**src/hdl/fdep_pkg.sv**
```systemverilog
`default_nettype none
// ----------------------------------------------------------------------------
// FAT directory entry parser package
// Shared types and constants for the 8.3 directory entry parser.
// ----------------------------------------------------------------------------
package fdep_pkg;

    localparam int NAME_LEN = 11;

    localparam logic [7:0] BYTE_NULL    = 8'h00;
    localparam logic [7:0] BYTE_SPACE   = 8'h20;
    localparam logic [7:0] BYTE_DELETED = 8'hE5;
    localparam logic [7:0] BYTE_ESCAPE  = 8'h05;

    localparam logic [4:0] POS_ATTR     = 5'd11;
    localparam logic [4:0] POS_CLUS_HI0 = 5'd20;
    localparam logic [4:0] POS_CLUS_HI1 = 5'd21;
    localparam logic [4:0] POS_CLUS_LO0 = 5'd26;
    localparam logic [4:0] POS_CLUS_LO1 = 5'd27;
    localparam logic [4:0] POS_SIZE0    = 5'd28;
    localparam logic [4:0] POS_SIZE1    = 5'd29;
    localparam logic [4:0] POS_SIZE2    = 5'd30;
    localparam logic [4:0] POS_LAST     = 5'd31;

    localparam logic KIND_ENTRY = 1'b0;
    localparam logic KIND_END   = 1'b1;

    typedef logic [NAME_LEN-1:0][7:0] name_bytes_t;

    typedef struct packed {
        logic [31:0] start_cluster;
        logic [31:0] file_size;
        logic [5:0]  attributes;
        logic [63:0] name_low;
        logic [23:0] name_high;
        logic [3:0]  name_length;
    } entry_t;

    typedef struct packed {
        logic   has_entry;
        logic   has_end;
        entry_t entry;
    } event_t;

    typedef struct packed {
        logic   result_kind;
        entry_t entry;
        logic   last_of_run;
    } result_t;

endpackage
`default_nettype wire

```
**src/hdl/fdep_entry_conv.sv**
```systemverilog
`default_nettype none
// ----------------------------------------------------------------------------
// Entry converter
// Maps the attribute byte and converts the raw 8.3 name or volume label.
// ----------------------------------------------------------------------------
module fdep_entry_conv
(
    input  wire fdep_pkg::name_bytes_t name_bytes,
    input  wire logic [7:0]            attribute_byte,
    input  wire logic [31:0]           cluster_word,
    input  wire logic [31:0]           size_word,
    output fdep_pkg::entry_t           entry
);

    fdep_pkg::name_bytes_t chars;
    logic [3:0]            count;

    always_comb
    begin : p_name
        logic       run;
        logic       ok;
        logic       lead;
        logic [3:0] base_cnt;
        logic [3:0] ext_cnt;
        logic [3:0] vol_cnt;
        logic [3:0] idx;
        lead     = (name_bytes[0] == fdep_pkg::BYTE_ESCAPE);
        base_cnt = 4'd0;
        ext_cnt  = 4'd0;
        vol_cnt  = 4'd0;
        idx      = 4'd0;
        run      = 1'b1;
        for (int i = 0; i < 8; i++)
        begin
            ok  = (name_bytes[i] != fdep_pkg::BYTE_SPACE && name_bytes[i] != fdep_pkg::BYTE_NULL)
                  || (i == 0 && lead);
            run = run && ok;
            if (run)
            begin
                base_cnt = base_cnt + 4'd1;
            end
        end
        run = 1'b1;
        for (int i = 8; i < fdep_pkg::NAME_LEN; i++)
        begin
            ok  = name_bytes[i] != fdep_pkg::BYTE_SPACE && name_bytes[i] != fdep_pkg::BYTE_NULL;
            run = run && ok;
            if (run)
            begin
                ext_cnt = ext_cnt + 4'd1;
            end
        end
        run = 1'b1;
        for (int i = 0; i < fdep_pkg::NAME_LEN; i++)
        begin
            run = run && (name_bytes[i] != fdep_pkg::BYTE_NULL);
            if (run)
            begin
                vol_cnt = vol_cnt + 4'd1;
            end
        end

        chars = '0;
        if (attribute_byte[3])
        begin
            count = vol_cnt;
            for (int k = 0; k < fdep_pkg::NAME_LEN; k++)
            begin
                if (4'(k) < vol_cnt)
                begin
                    chars[k] = name_bytes[k];
                end
            end
        end
        else
        begin
            count = base_cnt + ext_cnt;
            for (int k = 0; k < fdep_pkg::NAME_LEN; k++)
            begin
                idx = 4'(k) - base_cnt;
                if (k < 8 && 4'(k) < base_cnt)
                begin
                    chars[k] = (k == 0 && lead) ? fdep_pkg::BYTE_DELETED : name_bytes[k];
                end
                else if (idx < ext_cnt)
                begin
                    chars[k] = name_bytes[4'd8 + {2'b00, idx[1:0]}];
                end
            end
        end
    end

    always_comb
    begin
        entry.start_cluster = cluster_word;
        entry.file_size     = size_word;
        entry.attributes    = {attribute_byte[3], attribute_byte[5], attribute_byte[2],
                               attribute_byte[1], attribute_byte[0], attribute_byte[4]};
        entry.name_low      = chars[7:0];
        entry.name_high     = chars[10:8];
        entry.name_length   = count;
    end

endmodule
`default_nettype wire

```
**src/hdl/fdep_collector.sv**
```systemverilog
`default_nettype none
// ----------------------------------------------------------------------------
// Entry collector
// Tracks the byte position, gathers entry fields and raises result events.
// ----------------------------------------------------------------------------
module fdep_collector
(
    input  wire logic        clk,
    input  wire logic        rst_n,
    input  wire logic        accept,
    input  wire logic [7:0]  data_byte,
    input  wire logic        directory_start,
    input  wire logic        buffer_end,
    output logic             push,
    output fdep_pkg::event_t ev
);

    logic [4:0]            offset_reg;
    logic [4:0]            offset_next;
    logic                  ended_reg;
    logic                  ended_next;
    fdep_pkg::name_bytes_t name_reg;
    logic [7:0]            attr_reg;
    logic [31:0]           cluster_reg;
    logic [31:0]           size_reg;

    logic [4:0]            pos;
    logic                  ended_eff;
    logic                  skip;
    logic                  first_null;
    fdep_pkg::entry_t      conv;

    assign pos       = directory_start ? 5'd0 : offset_reg;
    assign ended_eff = directory_start ? 1'b0 : ended_reg;
    assign first_null = (pos == 5'd0) && (data_byte == fdep_pkg::BYTE_NULL);
    assign skip = (name_reg[0] == fdep_pkg::BYTE_DELETED)
                  || (attr_reg[5:0] == 6'h0F)
                  || (attr_reg[4:3] == 2'b11);

    fdep_entry_conv u_conv
    (
        .name_bytes     (name_reg),
        .attribute_byte (attr_reg),
        .cluster_word   (cluster_reg),
        .size_word      ({data_byte, size_reg[23:0]}),
        .entry          (conv)
    );

    always_comb
    begin
        offset_next  = pos;
        ended_next   = ended_eff;
        ev.has_entry = 1'b0;
        ev.has_end   = 1'b0;
        ev.entry     = conv;
        if (!ended_eff)
        begin
            if (first_null)
            begin
                ended_next  = 1'b1;
                offset_next = 5'd0;
                ev.has_end  = 1'b1;
            end
            else
            begin
                ev.has_entry = (pos == fdep_pkg::POS_LAST) && !skip;
                offset_next  = pos + 5'd1;
                if (buffer_end)
                begin
                    ended_next  = 1'b1;
                    offset_next = 5'd0;
                    ev.has_end  = 1'b1;
                end
            end
        end
        push = accept && (ev.has_entry || ev.has_end);
    end

    always_ff @(posedge clk or negedge rst_n)
    begin
        if (!rst_n)
        begin
            offset_reg <= 5'd0;
            ended_reg  <= 1'b0;
        end
        else if (accept)
        begin
            offset_reg <= offset_next;
            ended_reg  <= ended_next;
        end
    end

    always_ff @(posedge clk)
    begin
        if (accept && !ended_eff && !first_null)
        begin
            if (pos < 5'(fdep_pkg::NAME_LEN))
            begin
                name_reg[pos[3:0]] <= data_byte;
            end
            case (pos)
                fdep_pkg::POS_ATTR:     attr_reg            <= data_byte;
                fdep_pkg::POS_CLUS_HI0: cluster_reg[23:16]  <= data_byte;
                fdep_pkg::POS_CLUS_HI1: cluster_reg[31:24]  <= data_byte;
                fdep_pkg::POS_CLUS_LO0: cluster_reg[7:0]    <= data_byte;
                fdep_pkg::POS_CLUS_LO1: cluster_reg[15:8]   <= data_byte;
                fdep_pkg::POS_SIZE0:    size_reg[7:0]       <= data_byte;
                fdep_pkg::POS_SIZE1:    size_reg[15:8]      <= data_byte;
                fdep_pkg::POS_SIZE2:    size_reg[23:16]     <= data_byte;
                fdep_pkg::POS_LAST:     size_reg[31:24]     <= data_byte;
                default:                ;
            endcase
        end
    end

endmodule
`default_nettype wire

```
**src/hdl/fdep_result_stage.sv**
```systemverilog
`default_nettype none
// ----------------------------------------------------------------------------
// Result stage
// Holds one event and unrolls it into one or two results in the output register.
// ----------------------------------------------------------------------------
module fdep_result_stage
(
    input  wire logic              clk,
    input  wire logic              rst_n,
    input  wire logic              push,
    input  wire fdep_pkg::event_t  ev,
    output logic                   ev_ready,
    input  wire logic              out_ready,
    output logic                   out_valid,
    output fdep_pkg::result_t      result
);

    logic              ev_valid_reg;
    logic              ev_valid_next;
    logic              ev_entry_reg;
    logic              ev_entry_next;
    logic              ev_end_reg;
    fdep_pkg::entry_t  ev_data_reg;
    logic              out_valid_reg;
    logic              out_valid_next;
    fdep_pkg::result_t result_reg;
    fdep_pkg::result_t result_next;
    logic              load;
    logic              done;

    assign load     = ev_valid_reg && (!out_valid_reg || out_ready);
    assign done     = !ev_entry_reg || !ev_end_reg;
    assign ev_ready = !ev_valid_reg || (load && done);

    always_comb
    begin
        result_next   = result_reg;
        ev_entry_next = ev_entry_reg;
        ev_valid_next = ev_valid_reg;
        if (load)
        begin
            if (ev_entry_reg)
            begin
                result_next.result_kind = fdep_pkg::KIND_ENTRY;
                result_next.entry       = ev_data_reg;
                result_next.last_of_run = !ev_end_reg;
                ev_entry_next           = 1'b0;
            end
            else
            begin
                result_next.result_kind = fdep_pkg::KIND_END;
                result_next.entry       = '0;
                result_next.last_of_run = 1'b1;
            end
            if (done)
            begin
                ev_valid_next = 1'b0;
            end
        end
        if (push)
        begin
            ev_valid_next = 1'b1;
            ev_entry_next = ev.has_entry;
        end
        if (load)
        begin
            out_valid_next = 1'b1;
        end
        else if (out_ready)
        begin
            out_valid_next = 1'b0;
        end
        else
        begin
            out_valid_next = out_valid_reg;
        end
    end

    always_ff @(posedge clk or negedge rst_n)
    begin
        if (!rst_n)
        begin
            ev_valid_reg  <= 1'b0;
            ev_entry_reg  <= 1'b0;
            ev_end_reg    <= 1'b0;
            out_valid_reg <= 1'b0;
        end
        else
        begin
            ev_valid_reg  <= ev_valid_next;
            ev_entry_reg  <= ev_entry_next;
            out_valid_reg <= out_valid_next;
            if (push)
            begin
                ev_end_reg <= ev.has_end;
            end
        end
    end

    always_ff @(posedge clk)
    begin
        if (push)
        begin
            ev_data_reg <= ev.entry;
        end
        result_reg <= result_next;
    end

    assign out_valid = out_valid_reg;
    assign result    = result_reg;

endmodule
`default_nettype wire

```
**src/hdl/fat_directory_entry_parser.sv**
```systemverilog
`default_nettype none
// ----------------------------------------------------------------------------
// FAT directory entry parser
// Path: each result is held in the event register and then moved into the output register.
// Throughput: one byte per cycle while the output takes results; a byte that yields an entry and an end
// result holds the input while the event register unrolls.
// Reset: asynchronous, active low; clears position, end flag and valid flags.
// ----------------------------------------------------------------------------
module fat_directory_entry_parser
(
    input  wire logic        clk,
    input  wire logic        rst_n,
    input  wire logic        in_valid,
    output logic             in_ready,
    input  wire logic [7:0]  data_byte,
    input  wire logic        directory_start,
    input  wire logic        buffer_end,
    output logic             out_valid,
    input  wire logic        out_ready,
    output logic             result_kind,
    output logic [31:0]      start_cluster,
    output logic [31:0]      file_size,
    output logic [5:0]       attributes,
    output logic [63:0]      name_low,
    output logic [23:0]      name_high,
    output logic [3:0]       name_length,
    output logic             last_of_run
);

    logic              accept;
    logic              push;
    logic              ev_ready;
    fdep_pkg::event_t  ev;
    fdep_pkg::result_t result;

    assign accept   = in_valid && ev_ready;
    assign in_ready = ev_ready;

    fdep_collector u_collector
    (
        .clk             (clk),
        .rst_n           (rst_n),
        .accept          (accept),
        .data_byte       (data_byte),
        .directory_start (directory_start),
        .buffer_end      (buffer_end),
        .push            (push),
        .ev              (ev)
    );

    fdep_result_stage u_result
    (
        .clk       (clk),
        .rst_n     (rst_n),
        .push      (push),
        .ev        (ev),
        .ev_ready  (ev_ready),
        .out_ready (out_ready),
        .out_valid (out_valid),
        .result    (result)
    );

    assign result_kind   = result.result_kind;
    assign start_cluster = result.entry.start_cluster;
    assign file_size     = result.entry.file_size;
    assign attributes    = result.entry.attributes;
    assign name_low      = result.entry.name_low;
    assign name_high     = result.entry.name_high;
    assign name_length   = result.entry.name_length;
    assign last_of_run   = result.last_of_run;

`ifndef ASSERT_OFF
    a_end_is_last: assert property (@(posedge clk) disable iff (!rst_n)
        out_valid && (result_kind == fdep_pkg::KIND_END) |-> last_of_run && (name_length == 4'd0))
        else $error("end transaction without last flag or with a name");

    a_name_len: assert property (@(posedge clk) disable iff (!rst_n)
        out_valid |-> name_length <= 4'(fdep_pkg::NAME_LEN))
        else $error("name length out of range");

    a_no_dir_volume: assert property (@(posedge clk) disable iff (!rst_n)
        out_valid && (result_kind == fdep_pkg::KIND_ENTRY) |-> !(attributes[0] && attributes[5]))
        else $error("directory volume entry not dropped");
`endif

endmodule
`default_nettype wire

```
**config.mk**
```make
export PLATFORM = sky130hd
export DESIGN_NAME = fat_directory_entry_parser
export DESIGN_NICKNAME = d
export VERILOG_FILES = /design/src/hdl/fdep_pkg.sv /design/src/hdl/fdep_entry_conv.sv /design/src/hdl/fdep_collector.sv /design/src/hdl/fdep_result_stage.sv /design/src/hdl/fat_directory_entry_parser.sv
export SDC_FILE = /design/constraint.sdc
export NUM_CORES = 1
export LEC_CHECK = 0
export ABC_AREA = 0
export BUFFER_PORTS_ARGS = -buffer_cell sky130_fd_sc_hd__buf_2
export CAP_MARGIN = 20
export CORE_MARGIN = 1
export CORE_UTILIZATION = 50
export DETAILED_ROUTE_END_ITERATION = 8
export HOLD_SLACK_MARGIN = 0.06
export PLACE_DENSITY = 0.69
export SYNTH_ARGS = -nofsm -noshare
export SYNTH_HDL_FRONTEND = slang
export SYNTH_SLANG_ARGS = --single-unit
```
**constraint.sdc**
```tcl
create_clock -name clk -period 15.2 [get_ports clk]
set_input_delay 3.04 -clock clk [delete_from_list [all_inputs] [get_ports clk]]
set_output_delay 3.04 -clock clk [all_outputs]
set_load 0.02 [all_outputs]
```
* Yosys cells after proc, flatten, opt, wreduce, memory -nomap -nowiden
Index checks and enable logic that the tools add are counted.
** Operators by class
- $lt $le $gt $ge :: 44
- Mux-type cells :: 98
- Equality and inequality tests :: 24
- $add $sub $neg :: 43
- Reduce and logical (&&, ||, !) cells :: 79
** Operator list (number)
- binary-select mux 8 bit (select 4 bit) :: 11
- 2-to-1 mux 8 bit :: 43
- 2-to-1 mux 164 bit :: 1
- bitwise mux 88 bit :: 1
- 2-to-1 mux 88 bit :: 1
- != test 8 x 6 -> 1 bit, second input constant :: 11
- nonzero test 8 bit :: 11
- 2-to-1 mux 4 bit :: 20
- adder 4 x 1 -> 4 bit, second input constant :: 17
- < comparator 4 x 5 -> 1 bit, second input constant :: 12
- adder 4 x 2 -> 4 bit, first input constant :: 11
- < comparator 4 bit :: 11
- equality test 5 bit, second input constant :: 8
- logical AND 1 bit :: 39
- demux 8 bit (select 4 bit) :: 1
- < comparator 3 x 4 -> 1 bit, first input constant :: 8
- 2-to-1 mux 5 bit :: 4
- AND reduction 2 bit :: 10
- < comparator 1 x 4 -> 1 bit, first input constant :: 4
- < comparator 2 x 4 -> 1 bit, first input constant :: 4
- subtractor 3 x 4 -> 4 bit, first input constant :: 4
- 2-to-1 mux 1 bit :: 15
- < comparator 4 bit, first input constant :: 3
- subtractor 4 bit, first input constant :: 3
- other kinds (18) :: 35
** Word-level totals
- Input bits :: 14
- Register bits :: 486
- Word-level logic and storage cells :: 327
- Output and inout port bits :: 166

* Longest topological paths before layout
- Depth in word-level cells :: 25
- Gate-level depth with buffers :: 29
- Mapped depth without buffers :: 28

* Modules after synthesis
From an unflattened synthesis, not the netlist that was laid out.
** Second synthesis, totals
- Cells, all modules :: 1628
- Area, all modules :: 22071.2 µm²
** By module, submodules not included
- fdep_result_stage :: cells an instance 520, area each 11079.4 µm², times used 1
- fdep_entry_conv :: cells an instance 861, area each 5723.0 µm², times used 1
- fdep_collector :: cells an instance 246, area each 5262.5 µm², times used 1
- fat_directory_entry_parser :: cells an instance 1, area each 6.3 µm², times used 1

* Least setup slack after synthesis
Ideal clock, no wire load.
- Kind :: input port to flip-flop
- Start point :: input out_ready
- End point :: register u_result.ev_data_reg[0] (netlist name), enable pin
- Path buffers :: 1
- Setup slack :: 2.361 ns
- Library setup time :: 0.741 ns
- Data arrival time :: 12.098 ns
- Required time :: 14.459 ns
- Stages :: 8
- Path through :: nand2b_1 -> nand2_1 -> nand2_1 -> and2_1 -> o21ai_0 -> or2_2 -> clkbuf_1 -> o22ai_1
** Between the ends
- Longest elaborated chain between the ends :: 6
** RTL lines
- from (decl) :: RTL line fat_directory_entry_parser.sv:19 : input wire logic out_ready,
- logical OR 1 bit :: RTL line fdep_result_stage.sv:31 : assign load = ev_valid_reg && (!out_valid_reg || out_ready);
- logical AND 1 bit :: RTL line fdep_result_stage.sv:31
- logical AND 1 bit :: RTL line fdep_result_stage.sv:33 : assign ev_ready = !ev_valid_reg || (load && done);
- logical OR 1 bit :: RTL line fdep_result_stage.sv:33
- named net in_ready :: RTL line fat_directory_entry_parser.sv:14 : output logic in_ready,
- logical AND 1 bit :: RTL line fat_directory_entry_parser.sv:36 : assign accept = in_valid && ev_ready;
- logical AND 1 bit :: RTL line fdep_collector.sv:76 : push = accept && (ev.has_entry || ev.has_end);
- named net push :: RTL line fat_directory_entry_parser.sv:31 : logic push;
- to (signal assigned) :: RTL line fdep_result_stage.sv:104 : ev_data_reg <= ev.entry;
- to (decl) :: RTL line fdep_result_stage.sv:23 : fdep_pkg::entry_t ev_data_reg;
The timed path passes the listed nets, and every way through them passes these cells.
A chain may end at the register's enable or synchronous reset.

==> reports/summary.md <==
The nature of the critical path endpoint was a flop. Yosys printed 0 warnings. The final critical path time including I/O delays and setup was 7.91 ns; the transition time at the pin with the least slew margin was 1.23 ns. The core region is 40100 um2. The internal power contribution was 2.27 mW; the remaining max-slew budget at the tightest pin was 0.174.

The die boundary width came out at 204 um. The startpoint identified for the worst hold timing path is u_collector.cluster_reg[9]. Counting every instance in the synthesized netlist gives 1371.

The number of flip-flops under the largest register name works out to 164. Main flop type after synthesis: edfxtp_1. Clock tree synthesis found a total of 486 sinks. For the global-route total usage across every layer, the log shows 0.244. The worst hold path terminates at u_result.ev_data_reg[139].

Global routing finished with a remaining overflow of 0. The flow ran to the end, and the final reports show no timing, DRC or antenna violations. The fraction of power spent switching nets works out to 0.233. Max-cap violations in this run came to 0.

In this run the number of H-tree levels came out at 2. The tools report the I/O pin count as 180. Setup repair after global routing left no endpoint under its margin. Number of failing hold endpoints at the final stage: 0. The cell area that synthesis handed to floorplanning was 20500 um2. Setup slack closes at 7.29 ns. 0 antenna diodes ended up in the layout.

The number of global-route vias before repair was 11.8k; the setup slack after placement was 7.51 ns. The peak ir drop on the vdd network is 0.0844 mV, and the initial core utilization is 0.511. The finished cells cover 23600 um2. The synthesized net count is 1420, and the floorplan die height is 204 um. Portion of the post-synthesis area used by sequential elements: 0.710. The part of the power in combinational logic is 0.084, and the static power due to leakage is 8.60 nW.

The count of pins over their slew limit was 0. Clock tree synthesis selected as its root buffer the cell clkbuf_16. For the worst setup path, the data arrival time is 8.28 ns. The design draws 2.96 mW.

The logs give 2 for the initial antenna violation count and 1619 for the count of nets after finishing. By startpoint and endpoint, the worst setup path is classified as reg2reg. The number of filler instances in the final layout was 3086; the total negative slack for setup checks was 0 ns. Entering global routing, the biggest net connects 109 pins.

The part of the power in registers is 0.523, and the distinct cell type count of the synthesized netlist is 79. Setup violations remaining at the end of the flow were counted as 0. For the quantity of hold-fixing buffers added after cts, the log shows 0. For this run, the number of standard cells in the final layout without fillers is 2129.

After clock tree synthesis, the clock-pin slew on the worst setup and hold paths is 0.06 ns. The run gives 0.392 as the proportion of power drawn by the clock network. The worst register-to-register path ends at u_result.ev_data_reg[83]. For the DRC violation count after routing, the log shows 0. For the total placed instance area, the log shows 22000 um2.

The via count normalized by instance count is 5.95, and the signed area change from the synthesized netlist to the final layout is 15.0%. After legalization and detailed placement, the total HPWL measured 34600 um. STA classifies the critical path startpoint as a flop. Across the routed clock network, the largest skew measured is 0.0353 ns.

The first-pass detailed-route iteration total was 5; the flip-flop and latch count after synthesis was 486. TritonCTS built the clock tree. In this run the critical register-to-register path is launched from u_collector.name_reg[11].

Highest fanout seen on the critical path: 31. The buffers inserted during post-CTS setup optimization was 0; the cell area power density was 126 nW/um2. The post-cts repair resize count was 0; the reg2reg setup slack was 7.29 ns. Wire length of the first global-routing pass: 74300 um.

After detailed routing, the average wire length per cell comes to 24.0 um. For this block, the via count after detailed routing is 12.7k. The worst slack on hold paths was 0.410 ns; the fraction of final layout cells sized beyond drive strength 1 was 0.200. Row count: 73.

The async set-or-reset flop fraction in the synthesized netlist was 0.0206; the cell depth of the worst flop-to-flop path was 26. The post-route antenna net violation count is 0, and the cell count after placement is 2042. Buffers inserted during clock tree synthesis total 48. Mean area per synthesized cell: 14.9 um2.

The logs give 15.57 ns for the required time of the critical path and 1297 for the iteration-0 DRC count of the detailed router. After detailed routing, the total wire length is 51200 um. Timing would allow up to 126 MHz. In this run the worst hold path is classified as reg2reg. Port buffering added 179 buffers. The final core utilization is 0.588, and the clock latency of the later-clocked register in the worst-skew pair is 0.59 ns. The congestion estimate from routability-driven global placement came to 0.949. The longest clock path from root to sink contains 3 buffers. Share of the cycle needed by the critical path after routing: 0.520.

The net switching power of the design was 0.692 mW; the number of synthesized flops with an enable pin was 476. The die outline area is 41800 um2, and the number of instances on the worst hold path is 0.
==> power by group through the flow <==
stage          Sequential (mW)  Combinational [mW]  Clock [mW]
3_3_place_gp              1.58               0.245           0
2_1_floorplan             1.62               0.124           0
3_5_place_dp              1.58               0.248           0
4_1_cts                   1.55               0.249        1.18
6_report                  1.55               0.250        1.16
5_1_grt                   1.56               0.266        1.23
==> worst max path at each step <==
stage / startpoint / endpoint / slack (ns) / depth (start not counted)
floorplan: out_ready / u_result.ev_data_reg[0] / 2.36 / 8
global route: u_collector.name_reg[16] / u_result.ev_data_reg[83] / 6.89 / 26
finish: u_collector.name_reg[11] / u_result.ev_data_reg[83] / 7.29 / 26
global placement: u_collector.name_reg[9] / u_result.ev_data_reg[78] / 7.66 / 27
detailed placement: u_collector.name_reg[9] / u_result.ev_data_reg[83] / 7.51 / 27
CTS: u_collector.name_reg[9] / u_result.ev_data_reg[83] / 7.44 / 27
==> cell families after synthesis <==
kind of cell,after synthesis,share of synthesized area
DFF,486,0.710
and+or+nand+nor,438,0.123
AOI/OAI and AO/OA,262,0.101
buffers and inverters,103,0.0198
adders and majority gates,35,0.0217
muxes,28,0.0140
xor gates and xnor gates,18,0.00989
other,1,0.000183
==> worst max-delay path, stage by stage, from the launching register on <==
cell and delay, ns:
edfxtp_1 0.42, or4_1 0.53, or4_1 0.49, a21oi_1 0.26
ha_1 0.29, nor2_1 0.13, nor2_1 0.05, ha_1 0.29
o21ai_0 0.11, a31oi_1 0.24, ha_1 0.27, mux2_2 0.27
ha_1 0.35, a2111o_1 0.39, a21oi_1 0.21, nor2_1 0.07
ha_1 0.28, nand3_1 0.07, o31ai_1 0.08, buf_4 0.21
ha_1 0.39, inv_1 0.67, ha_1 0.36, a211o_1 0.33
a2111oi_4 0.59, a221oi_1 0.20, o31ai_1 0.12
==> cell usage after synthesis (18+ instances only) <==
library cell  instances  area (um2)
clkbuf_1             41         154
inv_1                50         188
nor3_1               18        90.1
ha_1                 34         425
edfxtp_1            476       14300
a32o_1               25         250
a22o_1               27         236
o21ai_0              28         140
a21o_1               18         135
nor4_1               28         175
nand2_1              60         225
a21oi_1              25         125
and2_1              187        1170
nor2_1               55         206
or4_1                18         135
mux2i_1              24         240
==> placed cells by master (no fill, tap or decap), types with 8 or more instances in the layout <==
cell	count
o22ai_1	16
mux2i_1	24
nor2_1	55
buf_4	18
a221oi_1	8
a211oi_1	12
dfrtp_1	9
clkbuf_16	48
a31oi_1	12
xnor2_1	10
and3_1	8
or4_1	18
buf_2	180
nand3_1	14
clkinv_1	11
o31ai_1	9
o21ai_0	27
nand2b_1	8
a22o_1	27
a31o_2	10
a32o_1	25
o211ai_1	8
a21o_1	18
nor4_1	25
o2bb2ai_1	17
ha_1	34
nor2b_1	12
inv_1	50
edfxtp_1	476
nor3_1	18
and2_1	186
a21oi_1	25
nand2_1	60
==> cell type report <==
| class | instances | area [um2] | share of cell area |
|---|---|---|---|
| multi-input cells | 782 | 5580 | 0.237 |
| clock buffers | 53 | 1220 | 0.0517 |
| well taps | 525 | 657 | 0.0279 |
| repair buffers | 200 | 1050 | 0.0445 |
| flip-flops and latches | 486 | 14500 | 0.617 |
| inverters | 52 | 196 | 0.00833 |
| clock inverters | 31 | 327 | 0.0139 |
==> layer usage <==
metal	wire length, um	track usage	vias up
met4	1550	0.0821	2
li1	-	-	5692
met2	23400	0.375	592
met1	21900	0.350	6285
met3	4210	0.0462	99
met5	13	0	-
No activity file was read; power rests on OpenSTA's default activity.
